==> config.mk <==
export PLATFORM = sky130hd
export DESIGN_NAME = drfd_ctrl
export DESIGN_NICKNAME = d
export VERILOG_FILES = /design/src/design/drfd_pkg.sv /design/src/design/drfd_ctrl.sv
export SDC_FILE = /design/constraint.sdc
export NUM_CORES = 1
export LEC_CHECK = 0
export BUFFER_PORTS_ARGS = -buffer_cell sky130_fd_sc_hd__buf_4
export CORE_UTILIZATION = 30
export CTS_CLUSTER_DIAMETER = 60
export CTS_CLUSTER_SIZE = 8
export DETAILED_ROUTE_END_ITERATION = 7
export GPL_TIMING_DRIVEN = 0
export PLACE_DENSITY_LB_ADDON = 0.2
export SYNTH_ARGS = -nofsm -noshare
export SYNTH_HDL_FRONTEND = slang
export SYNTH_SLANG_ARGS = --single-unit
==> constraint.sdc <==
create_clock -name clk -period 4.7 [get_ports clk]
set_clock_uncertainty 0.05 [all_clocks]
set_input_delay 0.705 -clock clk [delete_from_list [all_inputs] [get_ports clk]]
set_output_delay 0.705 -clock clk [all_outputs]
set_load 0.02 [all_outputs]
==> src/design/drfd_pkg.sv <==
package drfd_pkg;

  // Fixed field widths of the streams.
  localparam int Q16_W      = 32;
  localparam int CLASS_W    = 7;
  localparam int POINT_W    = 5;
  localparam int BOX_IDX_W  = 16;
  localparam int ELEM_IDX_W = 8;
  localparam int THR_W      = 17;
  localparam int MODE_W     = 2;
  localparam int CFG_ADDR_W = 2;

  // Stream bus widths.
  localparam int IN_TDATA_W  = 32;
  localparam int OUT_FIELD_W = CLASS_W + Q16_W + BOX_IDX_W + POINT_W + 4 * Q16_W;
  localparam int OUT_TDATA_W = ((OUT_FIELD_W + 7) / 8) * 8;
  localparam int OUT_PAD_W   = OUT_TDATA_W - OUT_FIELD_W;

  // Parameter defaults.
  localparam int MAX_ROW_LEN_DEF    = 128;
  localparam int ROW_INDEX_BITS_DEF = 16;

  // Row layout.
  localparam int BOX_READS    = 5;   // x, y, w, h, objectness
  localparam int CLS_BASE     = 5;
  localparam int CLS_BASE_V8  = 4;
  localparam int POSE_BASE    = 6;
  localparam int POSE_STRIDE  = 3;
  localparam int POSE_POINTS  = 17;
  localparam int FACE_BASE    = 5;
  localparam int FACE_STRIDE  = 2;
  localparam int FACE_POINTS  = 5;

  localparam logic signed [Q16_W-1:0] ONE_Q16  = 32'sd65536;
  localparam logic signed [Q16_W-1:0] HALF_Q16 = 32'sd32768;

  // Head modes.
  localparam logic [MODE_W-1:0] MODE_DETECT = 2'd0;
  localparam logic [MODE_W-1:0] MODE_V8     = 2'd1;
  localparam logic [MODE_W-1:0] MODE_POSE   = 2'd2;
  localparam logic [MODE_W-1:0] MODE_FACE   = 2'd3;

  // Configuration register indexes.
  localparam logic [CFG_ADDR_W-1:0] CFG_HEAD_MODE   = 2'd0;
  localparam logic [CFG_ADDR_W-1:0] CFG_CLASS_COUNT = 2'd1;
  localparam logic [CFG_ADDR_W-1:0] CFG_OBJ_THR     = 2'd2;
  localparam logic [CFG_ADDR_W-1:0] CFG_CLS_THR     = 2'd3;

  localparam logic [MODE_W-1:0]  HEAD_MODE_RST   = MODE_DETECT;
  localparam logic [CLASS_W-1:0] CLASS_COUNT_RST = 7'd80;
  localparam logic [THR_W-1:0]   OBJ_THR_RST     = 17'd16384;
  localparam logic [THR_W-1:0]   CLS_THR_RST     = 17'd16384;

  typedef logic signed [Q16_W-1:0] q16_t;
  typedef logic [CLASS_W-1:0]      cls_t;
  typedef logic [POINT_W-1:0]      pnt_t;
  typedef logic [ELEM_IDX_W-1:0]   idx_t;
  typedef logic [BOX_IDX_W-1:0]    box_idx_t;

  typedef enum logic [3:0] {
    S_IN,
    S_LOAD,
    S_LOAD_WAIT,
    S_OBJ_CHK,
    S_SCAN,
    S_SCAN_WAIT,
    S_BOX,
    S_KP_RD,
    S_KP_WAIT,
    S_KP_EMIT,
    S_FINISH
  } state_t;

  // Where the element fetched by a read goes; the tag is registered alongside the read data.
  typedef enum logic [3:0] {
    LD_NONE,
    LD_X,
    LD_Y,
    LD_W,
    LD_H,
    LD_OBJ,
    LD_SCAN,
    LD_KA,
    LD_KB,
    LD_KC
  } ld_dest_t;

  typedef struct packed {
    logic     in_take;
    logic     rd_en;
    idx_t     rd_idx;
    ld_dest_t rd_dest;
    cls_t     rd_cls;
    logic     init_best;
    logic     emit_box;
    logic     emit_kp;
    pnt_t     point;
    logic     emit_last;
    logic     end_row;
  } ctrl_cmd_t;

  typedef struct packed {
    logic obj_pass;
    logic found;
    logic pipe_busy;
    logic out_free;
  } dp_status_t;

  typedef struct packed {
    logic     kind;
    cls_t     class_label;
    q16_t     score;
    box_idx_t box_index;
    pnt_t     point_number;
    q16_t     coord_a;
    q16_t     coord_b;
    q16_t     coord_c;
    q16_t     coord_d;
    logic     last_of_run;
  } result_t;

endpackage

==> src/design/drfd_ctrl.sv <==
module drfd_ctrl (
  input  logic                            clk,
  input  logic                            rst,
  input  logic                            s_tvalid,
  input  logic                            s_tlast,
  output logic                            s_tready,
  input  logic [drfd_pkg::MODE_W-1:0]     head_mode,
  input  drfd_pkg::cls_t                  class_count,
  input  drfd_pkg::dp_status_t            status,
  output drfd_pkg::ctrl_cmd_t             cmd
);

  drfd_pkg::state_t state, state_next;
  drfd_pkg::cls_t   cnt;
  drfd_pkg::pnt_t   kp;
  logic [1:0]       sub;

  logic           is_pose;
  logic           kp_mode;
  logic           last_sub;
  logic           last_kp;
  logic           last_cls;
  drfd_pkg::idx_t cls_base;
  drfd_pkg::idx_t kp_base;

  always_comb begin
    is_pose  = (head_mode == drfd_pkg::MODE_POSE);
    kp_mode  = is_pose || (head_mode == drfd_pkg::MODE_FACE);
    last_sub = is_pose ? (sub == 2'(drfd_pkg::POSE_STRIDE - 1))
                       : (sub == 2'(drfd_pkg::FACE_STRIDE - 1));
    last_kp  = is_pose ? (kp == drfd_pkg::pnt_t'(drfd_pkg::POSE_POINTS - 1))
                       : (kp == drfd_pkg::pnt_t'(drfd_pkg::FACE_POINTS - 1));
    last_cls = (drfd_pkg::cls_t'(cnt + 1'b1) == class_count);
    cls_base = (head_mode == drfd_pkg::MODE_V8) ? drfd_pkg::idx_t'(drfd_pkg::CLS_BASE_V8)
                                                : drfd_pkg::idx_t'(drfd_pkg::CLS_BASE);
    if (is_pose) begin
      kp_base = drfd_pkg::idx_t'(drfd_pkg::POSE_BASE)
              + drfd_pkg::idx_t'(kp) * drfd_pkg::idx_t'(drfd_pkg::POSE_STRIDE);
    end else begin
      kp_base = drfd_pkg::idx_t'(drfd_pkg::FACE_BASE)
              + drfd_pkg::idx_t'(kp) * drfd_pkg::idx_t'(drfd_pkg::FACE_STRIDE);
    end
  end

  always_ff @(posedge clk) begin
    if (rst) begin
      state <= drfd_pkg::S_IN;
    end else begin
      state <= state_next;
    end
  end

  always_ff @(posedge clk) begin
    if (rst) begin
      cnt <= '0;
      kp  <= '0;
      sub <= '0;
    end else begin
      if (state == drfd_pkg::S_LOAD || state == drfd_pkg::S_SCAN) begin
        cnt <= (state_next == state) ? drfd_pkg::cls_t'(cnt + 1'b1) : '0;
      end
      if (state == drfd_pkg::S_KP_RD) begin
        sub <= last_sub ? '0 : 2'(sub + 1'b1);
      end
      if (state == drfd_pkg::S_BOX) begin
        kp <= '0;
      end else if (state == drfd_pkg::S_KP_EMIT && status.out_free) begin
        kp <= drfd_pkg::pnt_t'(kp + 1'b1);
      end
    end
  end

  always_comb begin
    state_next = state;
    unique case (state)
      drfd_pkg::S_IN: begin
        if (s_tvalid && s_tlast) state_next = drfd_pkg::S_LOAD;
      end
      drfd_pkg::S_LOAD: begin
        if (cnt == drfd_pkg::cls_t'(drfd_pkg::BOX_READS - 1)) state_next = drfd_pkg::S_LOAD_WAIT;
      end
      drfd_pkg::S_LOAD_WAIT: begin
        if (!status.pipe_busy) state_next = drfd_pkg::S_OBJ_CHK;
      end
      drfd_pkg::S_OBJ_CHK: begin
        if (status.obj_pass && class_count != '0) state_next = drfd_pkg::S_SCAN;
        else state_next = drfd_pkg::S_FINISH;
      end
      drfd_pkg::S_SCAN: begin
        if (last_cls) state_next = drfd_pkg::S_SCAN_WAIT;
      end
      drfd_pkg::S_SCAN_WAIT: begin
        if (!status.pipe_busy) begin
          state_next = status.found ? drfd_pkg::S_BOX : drfd_pkg::S_FINISH;
        end
      end
      drfd_pkg::S_BOX: begin
        if (status.out_free) state_next = kp_mode ? drfd_pkg::S_KP_RD : drfd_pkg::S_FINISH;
      end
      drfd_pkg::S_KP_RD: begin
        if (last_sub) state_next = drfd_pkg::S_KP_WAIT;
      end
      drfd_pkg::S_KP_WAIT: begin
        if (!status.pipe_busy) state_next = drfd_pkg::S_KP_EMIT;
      end
      drfd_pkg::S_KP_EMIT: begin
        if (status.out_free) state_next = last_kp ? drfd_pkg::S_FINISH : drfd_pkg::S_KP_RD;
      end
      drfd_pkg::S_FINISH: begin
        state_next = drfd_pkg::S_IN;
      end
      default: state_next = drfd_pkg::S_IN;
    endcase
  end

  always_comb begin
    s_tready    = 1'b0;
    cmd         = '0;
    cmd.rd_dest = drfd_pkg::LD_NONE;
    unique case (state)
      drfd_pkg::S_IN: begin
        s_tready    = 1'b1;
        cmd.in_take = s_tvalid;
      end
      drfd_pkg::S_LOAD: begin
        cmd.rd_en  = 1'b1;
        cmd.rd_idx = drfd_pkg::idx_t'(cnt);
        case (cnt)
          7'd0:    cmd.rd_dest = drfd_pkg::LD_X;
          7'd1:    cmd.rd_dest = drfd_pkg::LD_Y;
          7'd2:    cmd.rd_dest = drfd_pkg::LD_W;
          7'd3:    cmd.rd_dest = drfd_pkg::LD_H;
          default: cmd.rd_dest = drfd_pkg::LD_OBJ;
        endcase
      end
      drfd_pkg::S_OBJ_CHK: begin
        cmd.init_best = 1'b1;
      end
      drfd_pkg::S_SCAN: begin
        cmd.rd_en   = 1'b1;
        cmd.rd_idx  = drfd_pkg::idx_t'(cls_base + drfd_pkg::idx_t'(cnt));
        cmd.rd_dest = drfd_pkg::LD_SCAN;
        cmd.rd_cls  = cnt;
      end
      drfd_pkg::S_BOX: begin
        cmd.emit_box  = status.out_free;
        cmd.emit_last = !kp_mode;
      end
      drfd_pkg::S_KP_RD: begin
        cmd.rd_en  = 1'b1;
        cmd.rd_idx = drfd_pkg::idx_t'(kp_base + drfd_pkg::idx_t'(sub));
        case (sub)
          2'd0:    cmd.rd_dest = drfd_pkg::LD_KA;
          2'd1:    cmd.rd_dest = drfd_pkg::LD_KB;
          default: cmd.rd_dest = drfd_pkg::LD_KC;
        endcase
      end
      drfd_pkg::S_KP_EMIT: begin
        cmd.emit_kp   = status.out_free;
        cmd.point     = kp;
        cmd.emit_last = last_kp;
      end
      drfd_pkg::S_FINISH: begin
        cmd.end_row = 1'b1;
      end
      default: begin
        cmd.end_row = 1'b0;
      end
    endcase
  end

endmodule

==> impl_metrics.tcl <==
set metrics [dict create \
    cp_cell_sequence "buf_4, nand2b_1, buf_2, clkbuf_1, nand2b_1, ha_1, inv_1, fa_1, nor4_1, xnor2_1, a211o_1, buf_4" \
    clk_latency_ns 0.26 \
    grt_max_degree 11 \
    yosys.area.top_type "dfxtp_1" \
    dpl.hpwl_um 5564 \
    fmax_ghz 0.2537 \
    netlist_area_um2 2417 \
    fin_setup_tns_ns 0 \
    yosys_warnings 0 \
    htreeDepth 1 \
    synth_common_cells "nor2_1, nand2_1, ha_1, inv_1, a21oi_1" \
    core_area_um2 7767 \
    portBuffers 48 \
    routedWlPerCell_um 14.94 \
    grt.overflow.total 0 \
    crit_fanout 10 \
    peakVddDrop_mv 0.1064 \
    dieWidth_um 91.77 \
    root_buffer "clkbuf_8" \
    place_congestion 0.8534 \
    synth_top_area_share_pct 14.91 \
    drive_gt1_share_pct 20.70 \
    synth_ff_type "dfxtp_1" \
    postCtsResizedCells 0 \
    path_class "input pin to primary output" \
    power_density_nw_per_um2 125.5 \
    grt_pass1_wl_um 11970 \
    cellLeakagePower_uw 0.001279 \
    grt_pass1_vias 2358 \
    hp-class "register to register" \
    path_clk_slew_ns 0.08 \
    vias_per_cell 5.257 \
    initial_core_util_pct 31.12 \
    std_cell_rows 32 \
    worst_pin_slew_ns 0.6590 \
    ys_types 64 \
    postSynthCellCount 320 \
    vias 2492 \
    cpPeakStageDelay_ns 0.42 \
    cts_hold_buf 0 \
    maxCapViolCount 0 \
    drt-total-wl_um 7081 \
    n_antenna_cell 0 \
    async_flop_share_pct 0 \
    ys_ff_latch 18 \
    cp-end-kind "primary output" \
    post-cts-setup-buffer-count 0 \
    cp-start-kind "input pin" \
    die_h_um 91.77 \
    track_usage_pct 17.50 \
    worstPathRequired_ns 3.94 \
    synth.most_common_cell "nor2_1" \
    slowest_stage "fa_1" \
    cts_buffer_depth 2 \
    status "finished clean" \
    dr.pass1.iters 4 \
    netlist_top_cells_area "dfxtp_1, ha_1, xnor2_1" \
    drtAntennaViolNets 0 \
    fillers 855 \
    synth-edff-count 0 \
    first_iter_violations 107 \
    syn_to_final_growth_pct 22.46 \
    finalHoldViolCount 0 \
    finalCoreUtilization_pct 38.11 \
    timing.final.crit_period_ns 3.942 \
    cts_made_buffers 3 \
    rsz0062_at_grt "false" \
    drv_slew 0 \
    cp_top_family "buffers and inverters" \
    period_share_pct 83.86 \
    max_slew_margin_pct 55.61 \
    syn-num-nets 363 \
    die_area_um2 8421 \
    crit_buf_inv 5 \
    setup_viol 0 \
    clkSinkCount 18 \
    nets 416 \
    seq_area_frac_synth_pct 14.91 \
    cts_tree "yes" \
    drc_errors 0 \
    postSynthAreaPerCell_um2 7.554 \
    antenna_found_initial 0 \
    arrival_ns 3.19 \
    boundaryPins 49 \
]
## flip-flops by register name, summed over array words and instances (netlist names)
register,count
cnt,7
kp,5
state,4
sub,2
## final timing paths
check	start	endpoint	cells after the start	slack, ns
worst max-delay path	head_mode[1]	cmd[27]	12	0.76
worst max register to register	cnt[0]	cnt[2]	8	1.98
worst min-delay path	sub[1]	sub[1]	2	0.47
worst min register to register	sub[1]	sub[1]	2	0.47
## cell type report
type	count	area (um^2)	area share [%]
Inverter	22	82.58	2.790
Tap cell	102	127.6	4.311
Sequential cell	18	360.3	12.17
Timing Repair Buffer	48	360.3	12.17
Clock buffer	4	55.05	1.860
Multi-Input combinational cell	262	1878	63.44
Buffer	18	96.34	3.254
## where the power goes
group | switching [uW] | internal, uW
registers | 2.74 | 154
clock network | 61.8 | 74.7
logic | 45.2 | 33.3
total | 110 | 262
## tightest hold or removal path, cell delays in order, from the launching register on
cell	delay (ns)
dfxtp_1	0.35
nand2_1	0.07
a21oi_1	0.06
## per-stage QoR
step                total power (uW)  instance area, um^2  cells  hold WS, ns  setup WS [ns]
finish                         371.5                 2960    474       0.4731         0.7584
CTS                            376.7                 2960    474       0.4630         0.7584
global placement               237.7                 2905    470       0.4427         0.8066
detailed placement             238.4                 2905    470       0.4503         0.7601
global route                   390.6                 2960    474       0.5004         0.5649
floorplan                      206.4                 2417    320       0.4153          1.213
## cells in the final DEF, fill, tap and decap left out, types with 4 or more instances in the layout
cell / netlist / routed
buf_4: 1 / 49
buf_2: 8 / 8
xnor2_1: 18 / 18
and2_1: 4 / 4
nand2b_1: 9 / 9
o21ai_0: 16 / 16
ha_1: 24 / 24
and3_1: 7 / 7
dfxtp_1: 18 / 18
nor2b_1: 6 / 6
inv_1: 22 / 22
clkbuf_8: 0 / 4
xor2_1: 7 / 7
a31oi_1: 4 / 4
a21oi_1: 20 / 20
nor3_1: 8 / 8
nand2_1: 25 / 25
nor4_1: 6 / 6
nor2_1: 30 / 30
a21o_1: 4 / 4
nand3_1: 13 / 13
clkbuf_1: 7 / 7
## routing by layer
metal | global-route usage [%] | vias up | part of all wire [%]
li1 | - | 1245 | -
met1 | 24.59 | 1166 | 50
met2 | 28.88 | 77 | 45
met3 | 2.488 | 4 | 5.0
met4 | 2.604 | 0 | 0.45
met5 | 0 | - | 0
## kinds of logic after synthesis
family,Yosys count,share of synthesized area (%)
compound gates,73,22.41
flops,18,14.91
mux,4,1.708
fa+ha+maj,26,14.08
simple gates,134,30.43
buf+inv,40,7.402
xor+xnor,25,9.058
Note: power is estimated with default switching activity, not from simulation.
